`src/design/apcimon_pkg.sv`:
```
package apcimon_pkg;

  localparam int FlowIndexWidth   = 6;
  localparam int FlowIndexRange   = 1 << FlowIndexWidth;
  localparam int FlowCountDefault = 64;
  localparam int SeqWidth         = 15;
  localparam int UCodeWidth       = 6;
  localparam int PendWidth        = 6;

  localparam logic [SeqWidth-1:0] SeqHalf = 15'd16384;

  // U-format function bits
  localparam logic [UCodeWidth-1:0] UCodeStartAct = 6'd1;
  localparam logic [UCodeWidth-1:0] UCodeStartCon = 6'd2;
  localparam logic [UCodeWidth-1:0] UCodeStopAct  = 6'd4;
  localparam logic [UCodeWidth-1:0] UCodeStopCon  = 6'd8;
  localparam logic [UCodeWidth-1:0] UCodeTestAct  = 6'd16;
  localparam logic [UCodeWidth-1:0] UCodeTestCon  = 6'd32;

  localparam logic [1:0] UevNone      = 2'd0;
  localparam logic [1:0] UevAct       = 2'd1;
  localparam logic [1:0] UevConMatch  = 2'd2;
  localparam logic [1:0] UevConOrphan = 2'd3;

  localparam logic [1:0] FnStartdt = 2'd0;
  localparam logic [1:0] FnStopdt  = 2'd1;
  localparam logic [1:0] FnTestfr  = 2'd2;

  localparam logic [1:0] LinkUnknown = 2'd0;
  localparam logic [1:0] LinkStarted = 2'd1;
  localparam logic [1:0] LinkStopped = 2'd2;

  typedef struct packed {
    logic                  from_side;
    logic                  tx_present;
    logic [SeqWidth-1:0]   tx_seq;
    logic                  rx_present;
    logic [SeqWidth-1:0]   rx_seq;
    logic                  reordered;
    logic                  u_present;
    logic [UCodeWidth-1:0] u_code;
  } item_t;

  typedef struct packed {
    logic [1:0]           link_mode;
    logic [PendWidth-1:0] pending;
  } flow_rec_t;

  typedef struct packed {
    logic                tx_known;
    logic [SeqWidth-1:0] last_tx;
    logic                ack_known;
    logic [SeqWidth-1:0] last_ack;
    flow_rec_t           rec;
  } slot_rd_t;

  typedef struct packed {
    logic                tx_we;
    logic [SeqWidth-1:0] tx_seq;
    logic                ack_we;
    logic [SeqWidth-1:0] ack_seq;
    flow_rec_t           rec;
  } upd_t;

  typedef struct packed {
    logic                tx_gap;
    logic [SeqWidth-1:0] expected_tx;
    logic                data_after_stop;
    logic                ack_regression;
    logic                unknown_u;
    logic [1:0]          u_event;
    logic [1:0]          u_function;
    logic                duplicate_activation;
    logic [1:0]          link_mode_out;
  } result_t;

endpackage

```
`src/design/apcimon_store.sv`:
```
module apcimon_store #(
  parameter int FLOW_DEPTH = apcimon_pkg::FlowCountDefault,
  localparam int FlowBits  = (FLOW_DEPTH > 1) ? $clog2(FLOW_DEPTH) : 1
) (
  input  logic                  clk,
  input  logic                  rst_n,
  input  logic                  rd_en,
  input  logic [FlowBits-1:0]   rd_flow,
  input  logic                  rd_side,
  input  logic                  wr_en,
  input  logic [FlowBits-1:0]   wr_flow,
  input  logic                  wr_side,
  input  apcimon_pkg::upd_t     upd,
  output apcimon_pkg::slot_rd_t rd
);

  localparam int SlotDepth = 2 * FLOW_DEPTH;
  localparam int SlotBits  = FlowBits + 1;

  logic [apcimon_pkg::SeqWidth-1:0] tx_mem   [SlotDepth];
  logic [apcimon_pkg::SeqWidth-1:0] ack_mem  [SlotDepth];
  apcimon_pkg::flow_rec_t           flow_mem [FLOW_DEPTH];

  logic [SlotDepth-1:0]  tx_known_r;
  logic [SlotDepth-1:0]  ack_known_r;
  logic [FLOW_DEPTH-1:0] flow_vld_r;

  logic [apcimon_pkg::SeqWidth-1:0] tx_q_r;
  logic [apcimon_pkg::SeqWidth-1:0] ack_q_r;
  apcimon_pkg::flow_rec_t           rec_q_r;

  logic                             tx_byp_r;
  logic                             ack_byp_r;
  logic                             rec_byp_r;
  logic [apcimon_pkg::SeqWidth-1:0] tx_byp_val_r;
  logic [apcimon_pkg::SeqWidth-1:0] ack_byp_val_r;
  apcimon_pkg::flow_rec_t           rec_byp_val_r;

  logic [SlotBits-1:0] rd_slot;
  logic [SlotBits-1:0] wr_slot;

  assign rd_slot = {rd_flow, rd_side};
  assign wr_slot = {wr_flow, wr_side};

  always_ff @(posedge clk) begin
    if (wr_en && upd.tx_we) begin
      tx_mem[wr_slot] <= upd.tx_seq;
    end
    if (wr_en && upd.ack_we) begin
      ack_mem[wr_slot] <= upd.ack_seq;
    end
    if (wr_en) begin
      flow_mem[wr_flow] <= upd.rec;
    end
    if (rd_en) begin
      tx_q_r  <= tx_mem[rd_slot];
      ack_q_r <= ack_mem[rd_slot];
      rec_q_r <= flow_mem[rd_flow];
    end
  end

  // The memory read returns old data when the write stage updates the same
  // entry at the same edge: capture that write for the reading item.
  always_ff @(posedge clk) begin
    if (rd_en) begin
      tx_byp_r      <= wr_en && upd.tx_we && (wr_slot == rd_slot);
      ack_byp_r     <= wr_en && upd.ack_we && (wr_slot == rd_slot);
      rec_byp_r     <= wr_en && (wr_flow == rd_flow);
      tx_byp_val_r  <= upd.tx_seq;
      ack_byp_val_r <= upd.ack_seq;
      rec_byp_val_r <= upd.rec;
    end
  end

  always_ff @(posedge clk) begin
    if (!rst_n) begin
      tx_known_r  <= '0;
      ack_known_r <= '0;
      flow_vld_r  <= '0;
    end else if (wr_en) begin
      if (upd.tx_we) begin
        tx_known_r[wr_slot] <= 1'b1;
      end
      if (upd.ack_we) begin
        ack_known_r[wr_slot] <= 1'b1;
      end
      flow_vld_r[wr_flow] <= 1'b1;
    end
  end

  // Known and valid bits are read at the write-stage address; they are
  // current because only that stage writes them.
  always_comb begin
    rd.tx_known  = tx_known_r[wr_slot];
    rd.last_tx   = tx_byp_r ? tx_byp_val_r : tx_q_r;
    rd.ack_known = ack_known_r[wr_slot];
    rd.last_ack  = ack_byp_r ? ack_byp_val_r : ack_q_r;
    if (rec_byp_r) begin
      rd.rec = rec_byp_val_r;
    end else if (flow_vld_r[wr_flow]) begin
      rd.rec = rec_q_r;
    end else begin
      rd.rec = '0;
    end
  end

endmodule

```
`src/design/apcimon_eval.sv`:
```
module apcimon_eval (
  input  apcimon_pkg::item_t    item,
  input  apcimon_pkg::slot_rd_t rd,
  output apcimon_pkg::result_t  res,
  output apcimon_pkg::upd_t     upd
);

  logic                             tx_chk;
  logic                             rx_chk;
  logic [apcimon_pkg::SeqWidth-1:0] exp_tx;
  logic [apcimon_pkg::SeqWidth-1:0] ack_diff;
  logic                             fn_known;
  logic                             is_act;
  logic [1:0]                       fn;
  logic [2:0]                       pend_idx;
  logic [apcimon_pkg::PendWidth-1:0] pend_bit;
  logic                             pend_hit;

  always_comb begin
    tx_chk   = item.tx_present && !item.reordered;
    rx_chk   = item.rx_present && !item.reordered;
    exp_tx   = rd.last_tx + 15'd1;
    ack_diff = item.rx_seq - rd.last_ack;

    fn_known = 1'b1;
    is_act   = 1'b0;
    fn       = apcimon_pkg::FnStartdt;
    case (item.u_code)
      apcimon_pkg::UCodeStartAct: begin fn = apcimon_pkg::FnStartdt; is_act = 1'b1; end
      apcimon_pkg::UCodeStopAct:  begin fn = apcimon_pkg::FnStopdt;  is_act = 1'b1; end
      apcimon_pkg::UCodeTestAct:  begin fn = apcimon_pkg::FnTestfr;  is_act = 1'b1; end
      apcimon_pkg::UCodeStartCon: fn = apcimon_pkg::FnStartdt;
      apcimon_pkg::UCodeStopCon:  fn = apcimon_pkg::FnStopdt;
      apcimon_pkg::UCodeTestCon:  fn = apcimon_pkg::FnTestfr;
      default: fn_known = 1'b0;
    endcase

    // activations mark the sender's bit, confirmations clear the peer's
    pend_idx = ((item.from_side ^ !is_act) ? 3'd3 : 3'd0) + {1'b0, fn};
    pend_bit = 6'd1 << pend_idx;
    pend_hit = |(rd.rec.pending & pend_bit);

    res = '0;
    upd.tx_we   = tx_chk;
    upd.tx_seq  = item.tx_seq;
    upd.ack_we  = rx_chk;
    upd.ack_seq = item.rx_seq;
    upd.rec     = rd.rec;

    if (tx_chk) begin
      if (rd.tx_known && (item.tx_seq != exp_tx)) begin
        res.tx_gap      = 1'b1;
        res.expected_tx = exp_tx;
      end
      res.data_after_stop = (rd.rec.link_mode == apcimon_pkg::LinkStopped);
    end

    res.ack_regression = rx_chk && rd.ack_known && (ack_diff > apcimon_pkg::SeqHalf);

    if (item.u_present) begin
      if (!fn_known) begin
        res.unknown_u = 1'b1;
      end else begin
        res.u_function = fn;
        if (is_act) begin
          res.duplicate_activation = pend_hit;
          res.u_event              = apcimon_pkg::UevAct;
          upd.rec.pending          = rd.rec.pending | pend_bit;
        end else begin
          if (pend_hit) begin
            res.u_event     = apcimon_pkg::UevConMatch;
            upd.rec.pending = rd.rec.pending & ~pend_bit;
          end else begin
            res.u_event = apcimon_pkg::UevConOrphan;
          end
          if (fn == apcimon_pkg::FnStartdt) begin
            upd.rec.link_mode = apcimon_pkg::LinkStarted;
          end else if (fn == apcimon_pkg::FnStopdt) begin
            upd.rec.link_mode = apcimon_pkg::LinkStopped;
          end
        end
      end
    end

    res.link_mode_out = upd.rec.link_mode;
  end

endmodule

```
`src/design/iec104_apci_sequence_monitor.sv`:
```
// IEC 104 APCI sequence monitor. Takes one observed frame per cycle while
// in_ready is high and returns one result per frame via the check-stage and
// output registers. Per-flow and per-side state (last send and acknowledge
// numbers, link mode, pending U activations) sits in memories that are read
// at acceptance and written when the frame leaves the check stage; a bypass
// from that write covers back-to-back frames of the same flow. Reset takes
// effect at once through per-entry valid bits: no clearing pass is needed.
// Flow indexes at or above FLOW_COUNT wrap modulo FLOW_COUNT.
module iec104_apci_sequence_monitor #(
  parameter int FLOW_COUNT = apcimon_pkg::FlowCountDefault
) (
  input  logic                                 clk,
  input  logic                                 rst_n,
  input  logic                                 in_valid,
  output logic                                 in_ready,
  input  logic [apcimon_pkg::FlowIndexWidth-1:0] in_flow_index,
  input  logic                                 in_from_side,
  input  logic                                 in_tx_present,
  input  logic [apcimon_pkg::SeqWidth-1:0]     in_tx_seq,
  input  logic                                 in_rx_present,
  input  logic [apcimon_pkg::SeqWidth-1:0]     in_rx_seq,
  input  logic                                 in_reordered,
  input  logic                                 in_u_present,
  input  logic [apcimon_pkg::UCodeWidth-1:0]   in_u_code,
  output logic                                 out_valid,
  input  logic                                 out_ready,
  output logic                                 out_tx_gap,
  output logic [apcimon_pkg::SeqWidth-1:0]     out_expected_tx,
  output logic                                 out_data_after_stop,
  output logic                                 out_ack_regression,
  output logic                                 out_unknown_u,
  output logic [1:0]                           out_u_event,
  output logic [1:0]                           out_u_function,
  output logic                                 out_duplicate_activation,
  output logic [1:0]                           out_link_mode_out
);

  localparam int FlowDepth = (FLOW_COUNT < apcimon_pkg::FlowIndexRange) ?
                             FLOW_COUNT : apcimon_pkg::FlowIndexRange;
  localparam int FlowBits  = (FlowDepth > 1) ? $clog2(FlowDepth) : 1;

  logic [FlowBits-1:0] wrap_tab [apcimon_pkg::FlowIndexRange];

  genvar gi;
  generate
    for (gi = 0; gi < apcimon_pkg::FlowIndexRange; gi++) begin : g_wrap
      assign wrap_tab[gi] = FlowBits'(gi % FLOW_COUNT);
    end
  endgenerate

  logic                  s1_valid_r, s1_valid_nxt;
  apcimon_pkg::item_t    s1_item_r;
  logic [FlowBits-1:0]   s1_flow_r;
  logic                  out_valid_r, out_valid_nxt;
  apcimon_pkg::result_t  out_res_r;

  logic                  accept;
  logic                  s1_fire;
  logic [FlowBits-1:0]   in_flow;
  apcimon_pkg::item_t    in_item;
  apcimon_pkg::slot_rd_t rd;
  apcimon_pkg::result_t  res;
  apcimon_pkg::upd_t     upd;

  assign in_flow = wrap_tab[in_flow_index];

  always_comb begin
    in_item.from_side  = in_from_side;
    in_item.tx_present = in_tx_present;
    in_item.tx_seq     = in_tx_seq;
    in_item.rx_present = in_rx_present;
    in_item.rx_seq     = in_rx_seq;
    in_item.reordered  = in_reordered;
    in_item.u_present  = in_u_present;
    in_item.u_code     = in_u_code;
  end

  assign s1_fire       = s1_valid_r && (!out_valid_r || out_ready);
  assign in_ready      = !s1_valid_r || s1_fire;
  assign accept        = in_valid && in_ready;
  assign s1_valid_nxt  = accept || (s1_valid_r && !s1_fire);
  assign out_valid_nxt = s1_fire || (out_valid_r && !out_ready);

  always_ff @(posedge clk) begin
    if (!rst_n) begin
      s1_valid_r  <= 1'b0;
      out_valid_r <= 1'b0;
    end else begin
      s1_valid_r  <= s1_valid_nxt;
      out_valid_r <= out_valid_nxt;
    end
  end

  always_ff @(posedge clk) begin
    if (accept) begin
      s1_item_r <= in_item;
      s1_flow_r <= in_flow;
    end
    if (s1_fire) begin
      out_res_r <= res;
    end
  end

  apcimon_store #(
    .FLOW_DEPTH(FlowDepth)
  ) u_store (
    .clk     (clk),
    .rst_n   (rst_n),
    .rd_en   (accept),
    .rd_flow (in_flow),
    .rd_side (in_from_side),
    .wr_en   (s1_fire),
    .wr_flow (s1_flow_r),
    .wr_side (s1_item_r.from_side),
    .upd     (upd),
    .rd      (rd)
  );

  apcimon_eval u_eval (
    .item (s1_item_r),
    .rd   (rd),
    .res  (res),
    .upd  (upd)
  );

  assign out_valid                = out_valid_r;
  assign out_tx_gap               = out_res_r.tx_gap;
  assign out_expected_tx          = out_res_r.expected_tx;
  assign out_data_after_stop      = out_res_r.data_after_stop;
  assign out_ack_regression       = out_res_r.ack_regression;
  assign out_unknown_u            = out_res_r.unknown_u;
  assign out_u_event              = out_res_r.u_event;
  assign out_u_function           = out_res_r.u_function;
  assign out_duplicate_activation = out_res_r.duplicate_activation;
  assign out_link_mode_out        = out_res_r.link_mode_out;

`ifndef SYNTHESIS
  a_stall_only_on_full_out: assert property (@(posedge clk) disable iff (!rst_n)
    (s1_valid_r && !s1_fire) |-> (out_valid_r && !out_ready))
    else $error("check stage stalled with output register free");

  a_expected_only_on_gap: assert property (@(posedge clk) disable iff (!rst_n)
    (out_valid_r && !out_res_r.tx_gap) |-> (out_res_r.expected_tx == '0))
    else $error("expected send number without a gap");

  a_function_only_on_event: assert property (@(posedge clk) disable iff (!rst_n)
    (out_valid_r && (out_res_r.u_event == apcimon_pkg::UevNone)) |->
    (out_res_r.u_function == apcimon_pkg::FnStartdt && !out_res_r.duplicate_activation))
    else $error("U function reported without a U event");

  a_unknown_excludes_event: assert property (@(posedge clk) disable iff (!rst_n)
    (out_valid_r && out_res_r.unknown_u) |-> (out_res_r.u_event == apcimon_pkg::UevNone))
    else $error("unknown U code paired");
`endif

endmodule
```
`config.mk`:
```
export PLATFORM = sky130hd
export DESIGN_NAME = iec104_apci_sequence_monitor
export DESIGN_NICKNAME = d
export VERILOG_FILES = /design/src/design/apcimon_pkg.sv /design/src/design/apcimon_store.sv /design/src/design/apcimon_eval.sv /design/src/design/iec104_apci_sequence_monitor.sv
export SDC_FILE = /design/constraint.sdc
export NUM_CORES = 2
export LEC_CHECK = 0
export BUFFER_PORTS_ARGS = -buffer_cell sky130_fd_sc_hd__buf_2
export CAP_MARGIN = 40
export CORE_MARGIN = 10
export CORE_UTILIZATION = 35
export CTS_CLUSTER_SIZE = 16
export DETAILED_ROUTE_END_ITERATION = 10
export MAX_ROUTING_LAYER = met4
export PLACE_DENSITY_LB_ADDON = 0.08
export SYNTH_ARGS = -nofsm -noshare
export SYNTH_HDL_FRONTEND = slang
export SYNTH_MEMORY_MAX_BITS = 65536
export SYNTH_SLANG_ARGS = --single-unit
```
`constraint.sdc`:
```
create_clock -name clk -period 11.13 [get_ports clk]
set_input_delay 0 -clock clk [delete_from_list [all_inputs] [get_ports clk]]
set_output_delay 0 -clock clk [all_outputs]
set_load 0.02 [all_outputs]
```
== Yosys cells after proc, flatten, opt, wreduce, memory -nomap -nowiden ==
Memory sizes are Yosys's and may differ from the RTL's. A register that Yosys moved wholly into a read port is not among the register bits.
Cells that the tools add are included.
Word-level totals
  memory bits (read-only): 384
  logic and storage cells: 142
  memories kept: 4
  output and inout port bits: 28
  register bits after elaboration: 436
  bits in writable memories: 4352
Operators by class
  magnitude comparators: 6
  shift operators: 1
  $add $sub $neg: 3
  bitwise logic cells: 11
  multiplexer cells: 37
  reduce and logical (&&, ||, !) cells: 38
  eq/ne operators: 11
Memories
  u_store.ack_mem: depth 128, width 15, rd ports 1, clocked after Yosys merged registers in 1, wr ports 1, line apcimon_store.sv:21  | logic [apcimon_pkg::SeqWidth-1:0] ack_mem [SlotDepth];
  u_store.tx_mem: depth 128, width 15, rd ports 1, clocked after Yosys merged registers in 1, wr ports 1, line apcimon_store.sv:20  | logic [apcimon_pkg::SeqWidth-1:0] tx_mem [SlotDepth];
  u_store.flow_mem: depth 64, width 8, rd ports 1, clocked after Yosys merged registers in 1, wr ports 1, line apcimon_store.sv:22  | apcimon_pkg::flow_rec_t flow_mem [FLOW_DEPTH];
  (name not given): depth 64, width 6, rd ports 1, clocked after Yosys merged registers in 0, wr ports 0, line iec104_apci_sequence_monitor.sv:65  | assign in_flow = wrap_tab[in_flow_index];
Operators with widths (number)
  $or 128x128->128: 2
  $or 64x64->64: 1
  $mux 8: 4
  $mux 15: 2
  $mux 6: 4
  $logic_and 1x1->1: 16
  $mux 1: 16
  $mux 16: 1
  $add 15x1->15 const B: 1
  $gt 15x15->1 const B: 1
  $ne 15x15->1: 1
  $sub 15x15->15: 1
  $bmux 1 s7: 2
  $and 6x6->6: 2
  $reduce_or 6->1: 2
  $lt 7x8->1 const B: 1
  $mux 2: 4
  $reduce_and 2->1: 4
  $demux 1 s7: 1
  $eq 7x7->1: 1
  $ge 7x1->1 const B: 1
  $ge 7x7->1 const B: 1
  $lt 6x7->1 const B: 1
  $not 6->7: 1
  25 further kinds: 36

== Logic depth before layout (Yosys ltp) ==
  depth after elaboration: 14
  depth in mapped cells: 16

== Hierarchy ==
Synthesis repeated with hierarchy kept, for this count alone.
Unflattened totals
  cell total of the unflattened synthesis: 8216
  area total of the unflattened synthesis: 184824.8 um^2
Modules (own cells, without submodules)
  apcimon_store: cells each 7812, seq. area each 139463.8 um^2, instances 1, area an instance 180319.2 um^2
  iec104_apci_sequence_monitor: cells each 82, seq. area each 2232.1 um^2, instances 1, area an instance 2296.0 um^2
  apcimon_eval: cells each 322, seq. area each 0.0 um^2, instances 1, area an instance 2209.6 um^2

== Worst setup path after synthesis ==
OpenSTA, ideal clock, no wires.
  path type: reg2reg
  start point: register s1_flow_r[0]
  end point: register out_res_r (netlist bit out_link_mode_out[1]) (data pin)
  path buffers: 2
  arrival time: 4778 ps
  path slack: 5613 ps
  stages on the path, launching flop included: 10
  setup time: 739 ps
  required time: 10391 ps
  cells stage by stage: edfxtp_1 -> buf_2 -> buf_4 -> clkinv_1 -> mux4_2 -> a21oi_1 -> mux2_2 -> nor2_1 -> a22oi_1 -> a21boi_0
RTL lines
  start: declaration: line iec104_apci_sequence_monitor.sv:53  | logic [FlowBits-1:0] s1_flow_r;
  start signal: assignment: line iec104_apci_sequence_monitor.sv:97  | s1_flow_r <= in_flow;
  end signal: assignment: line iec104_apci_sequence_monitor.sv:100  | out_res_r <= res;
  end: declaration: line iec104_apci_sequence_monitor.sv:55  | apcimon_pkg::result_t out_res_r;

==> flow_metrics.tcl <==
set metrics [dict create \
    run_status "finished, final reports clean" \
    hpwl_um 345000 \
    die-area_sq_mm 0.559 \
    post_drt_via_cell_ratio 5.50 \
    grt_start_max_net_pins 133 \
    worstHoldEndpoint "u_store.ack_q_r[12]" \
    synthesis.instances 8071 \
    final.period_utilization 0.430 \
    rrSetupSlack_ns 6.34 \
    slew-limit-headroom 0.192 \
    area_delta_synth_final_pct 18.0 \
    timing_worst_setup_path_type "reg -> reg" \
    drt.antenna.violating_nets 0 \
    post_route_cells_drive_above_1_share 0.334 \
    synth-warning-count 0 \
    synth-async-reset-ratio 0 \
    coreArea_sq_mm 0.528 \
    layout_min_cycle_time_ns 4.79 \
    setup.worst_path.end_class "flop" \
    synth_enable_flop_cells 4504 \
    chip_height_um 747 \
    detail_route.wl_per_cell_um 34.7 \
    wp_data_required_ns 11.81 \
    r2r_cells 12 \
    ys_seq_area_frac 0.765 \
    combPwrFrac 0.051 \
    setup_violations 0 \
    synth_top_cells_by_area "sky130_fd_sc_hd__edfxtp_1 (73%), sky130_fd_sc_hd__mux4_2 (18%), sky130_fd_sc_hd__dfxtp_1 (3.5%)" \
    tritoncts.num_buffers 547 \
    holdCritPathClass "in -> reg" \
    r2r_start "s1_item_r[40]" \
    postSynth.topFlopCell "sky130_fd_sc_hd__edfxtp_1" \
    reg2reg_to "u_store.flow_mem[28][1]" \
    clock_slew_seen_by_the_registers_of_the_worst_setup_and_hold_paths_ns 0.06 \
    synth_fp_nets 8140 \
    irDropWorstVdd_mv 0.182 \
    hold_path.startpoint "in_flow_index[3]" \
    drv_cap 0 \
    cts_resized 0 \
    critPathMaxFanout 65 \
    mappedNetlistArea_sq_mm 0.185 \
    maxSlewViolCount 0 \
    dr.pass1.iters 5 \
    finish.cell_count_without_fillers 16300 \
    grt_util_all_layers 0.204 \
    max_slew.worst_pin.slew_ns 1.21 \
    power_switching_uw 8760 \
    via_count 89700 \
    numPlacedInstances 15200 \
    clock.fmax_mhz 209 \
    commonest_non_fill_non_tap_cell_in_the_layout "sky130_fd_sc_hd__edfxtp_1" \
    die-width_um 747 \
    boundaryPins 79 \
    cts_tree "done" \
    grt_pass1_wl_um 782000 \
    netlist.area_leader.share 0.730 \
    hold_violations 0 \
    finClkSkew_ns 0.0749 \
    data_arrival_critical_path_ns 5.47 \
    clk-insertion-delay-late_ns 1.06 \
    antenna_found_initial 58 \
    final_total_pwr_uw 39400 \
    layout.filler_cells 45900 \
    cts_buffer_depth 4 \
    layout.area.seq_sq_mm 0.142 \
    gp_congestion 0.785 \
    timing.setup.tns_ns 0 \
    multi_input_area_sq_mm 0.0428 \
    place.port_buffers 78 \
    row_count 267 \
    synth_top_cell_by_area "sky130_fd_sc_hd__edfxtp_1" \
    ys_ff_latch 4826 \
    postRouteWirelength_um 567000 \
    first_iter_violations 9274 \
    timing.hold.worst_path_depth 4 \
    p_clk_frac 0.443 \
    switching_power_as_a_share_of_total_power 0.222 \
    power_leakage_uw 0.0680 \
    power.sequential.fraction 0.506 \
    globalRouteOverflowTotal 0 \
    setup_repair_after_global_routing_missed_its_margin "false" \
    post_synth.cell_area_avg_sq_um 22.9 \
    initial_utilization 0.351 \
    first_global_vias 92800 \
    tritoncts_num_sinks 4826 \
    cts_root_buffer "sky130_fd_sc_hd__clkbuf_16" \
    net_count_reported_at_finish 8927 \
    drt_drc 0 \
    synth.lib_cells_used.distinct 84 \
    design_internal_power_uw 30700 \
    htreeDepth 6 \
    highest_count_cells_in_the_layout_ignoring_fill_and_taps "sky130_fd_sc_hd__edfxtp_1 (4504), sky130_fd_sc_hd__mux4_2 (1464), sky130_fd_sc_hd__clkbuf_16 (553), sky130_fd_sc_hd__buf_4 (363), sky130_fd_sc_hd__o21a_1 (324)" \
    power-per-cell-area_mw_per_mm2 181 \
    setup.worst_path.start_class "flop" \
]
==> routing by layer <==
metal / wire length, um / vias up / GRT usage
met5: 0 / - / -
met4: 12200 / 0 / 0.0410
met3: 30000 / 726 / 0.0257
met2: 276000 / 2917 / 0.327
met1: 249000 / 50000 / 0.283
li1: - / 36100 / -
==> how the worst max path moves through the flow <==
stage	start	endpoint	slack, ns
finish	s1_item_r[40]	u_store.flow_mem[28][1]	6.34
global route	s1_item_r[40]	u_store.flow_mem[28][1]	6.08
CTS	s1_item_r[2]	u_store.flow_mem[28][1]	6.36
detailed placement	s1_item_r[2]	u_store.flow_mem[14][0]	6.38
global placement	s1_item_r[2]	u_store.flow_mem[24][3]	6.33
floorplan	s1_flow_r[0]	out_link_mode_out[1]	5.61
==> critical path: stages (launching register included) <==
cell                       delay [ns]
sky130_fd_sc_hd__edfxtp_1        0.33
sky130_fd_sc_hd__buf_4           0.51
sky130_fd_sc_hd__inv_1           0.38
sky130_fd_sc_hd__xnor2_1         0.30
sky130_fd_sc_hd__ha_1            0.18
sky130_fd_sc_hd__inv_1           0.05
sky130_fd_sc_hd__fa_1            0.61
sky130_fd_sc_hd__nor2b_1         0.35
sky130_fd_sc_hd__a221oi_1        0.15
sky130_fd_sc_hd__o41ai_1         0.56
sky130_fd_sc_hd__and2_1          0.48
sky130_fd_sc_hd__a21oi_4         0.09
sky130_fd_sc_hd__buf_4           0.31
==> state kept, by name (all words and copies together), names as in the netlist, 6 cells and up <==
name	count
u_store.ack_known_r	128
u_store.ack_mem	1920
u_store.flow_vld_r	64
u_store.tx_mem	1920
u_store.tx_byp_val_r	15
out_expected_tx	15
u_store.tx_q_r	15
s1_flow_r	6
u_store.rec_byp_val_r	8
u_store.flow_mem	512
u_store.ack_byp_val_r	15
u_store.rec_q_r	8
u_store.tx_known_r	128
s1_item_r	41
u_store.ack_q_r	15
==> synthesized netlist by cell type (all sizes together) (6+ instances only) <==
cell type and number:
a211oi 10, a21o 6, a21oi 32, a221o 7, a221oi 27, a22oi 18, a31oi 11, and2 10
and3 7, buf 170, clkbuf 289, dfxtp 322, edfxtp 4504, ha 16, inv 25, mux2 70
mux2i 49, mux4 1464, nand2 64, nand2b 6, nand3 31, nand3b 7, nand4 18, nor2 375
nor2b 18, nor3 6, o211ai 7, o21a 324, o21ai 29, o22ai 9, o2bb2ai 7, or2 9
xnor2 27, xor2 20
==> cell families (layout without fill, tap and decap cells) <==
kind of cell,Yosys count,count (layout),share of synthesized area
AND/OR/NAND/NOR,572,572,0.0135
XOR/XNOR,52,52,0.00284
multiplexers,1583,1583,0.185
flip-flops,4826,4826,0.765
AO/OA/AOI/OAI,535,535,0.0217
adder cells (fa/ha/maj),18,18,0.00130
buffers and inverters,485,1711,0.0107
other,0,18,0
==> power by group through the flow <==
stage / Clock (uW) / Combinational [uW] / Sequential, uW
6_report: 17500 / 2030 / 19900
5_1_grt: 18600 / 2150 / 19900
4_1_cts: 17900 / 2080 / 19900
3_5_place_dp: 0 / 2040 / 20300
3_3_place_gp: 0 / 1990 / 20300
2_1_floorplan: 0 / 1060 / 20400
==> per-stage QoR <==
| step | setup slack, ns | utilization | hold slack, ns | area, sq um |
|---|---|---|---|---|
| after floorplan | 5.61 | - | 0.0989 | 185000 |
| after global placement | 6.33 | 0.372 | 0.180 | 197000 |
| after detailed placement | 6.38 | 0.379 | 0.178 | 200000 |
| after CTS | 6.36 | 0.413 | 0.0143 | 218000 |
| after global routing | 6.08 | 0.414 | 0.0841 | 218000 |
| final | 6.34 | 0.414 | 0.103 | 218000 |
==> area by class of cell <==
cell class,instances,area share
Sequential cell,4826,0.649
Tap cell,6994,0.0401
Multi-Input combinational cell,2760,0.196
Timing Repair Buffer,697,0.0357
Clock inverter,288,0.0131
Clock buffer,700,0.0661
Antenna cell,18,0.000206
Inverter,26,0.000447
==> what timing repair did <==
item	in CTS	in global routing
hold endpoints to repair	264	0
hold buffers	93	0
buffers inserted	0	0
Note: power is estimated with default switching activity, not from simulation.
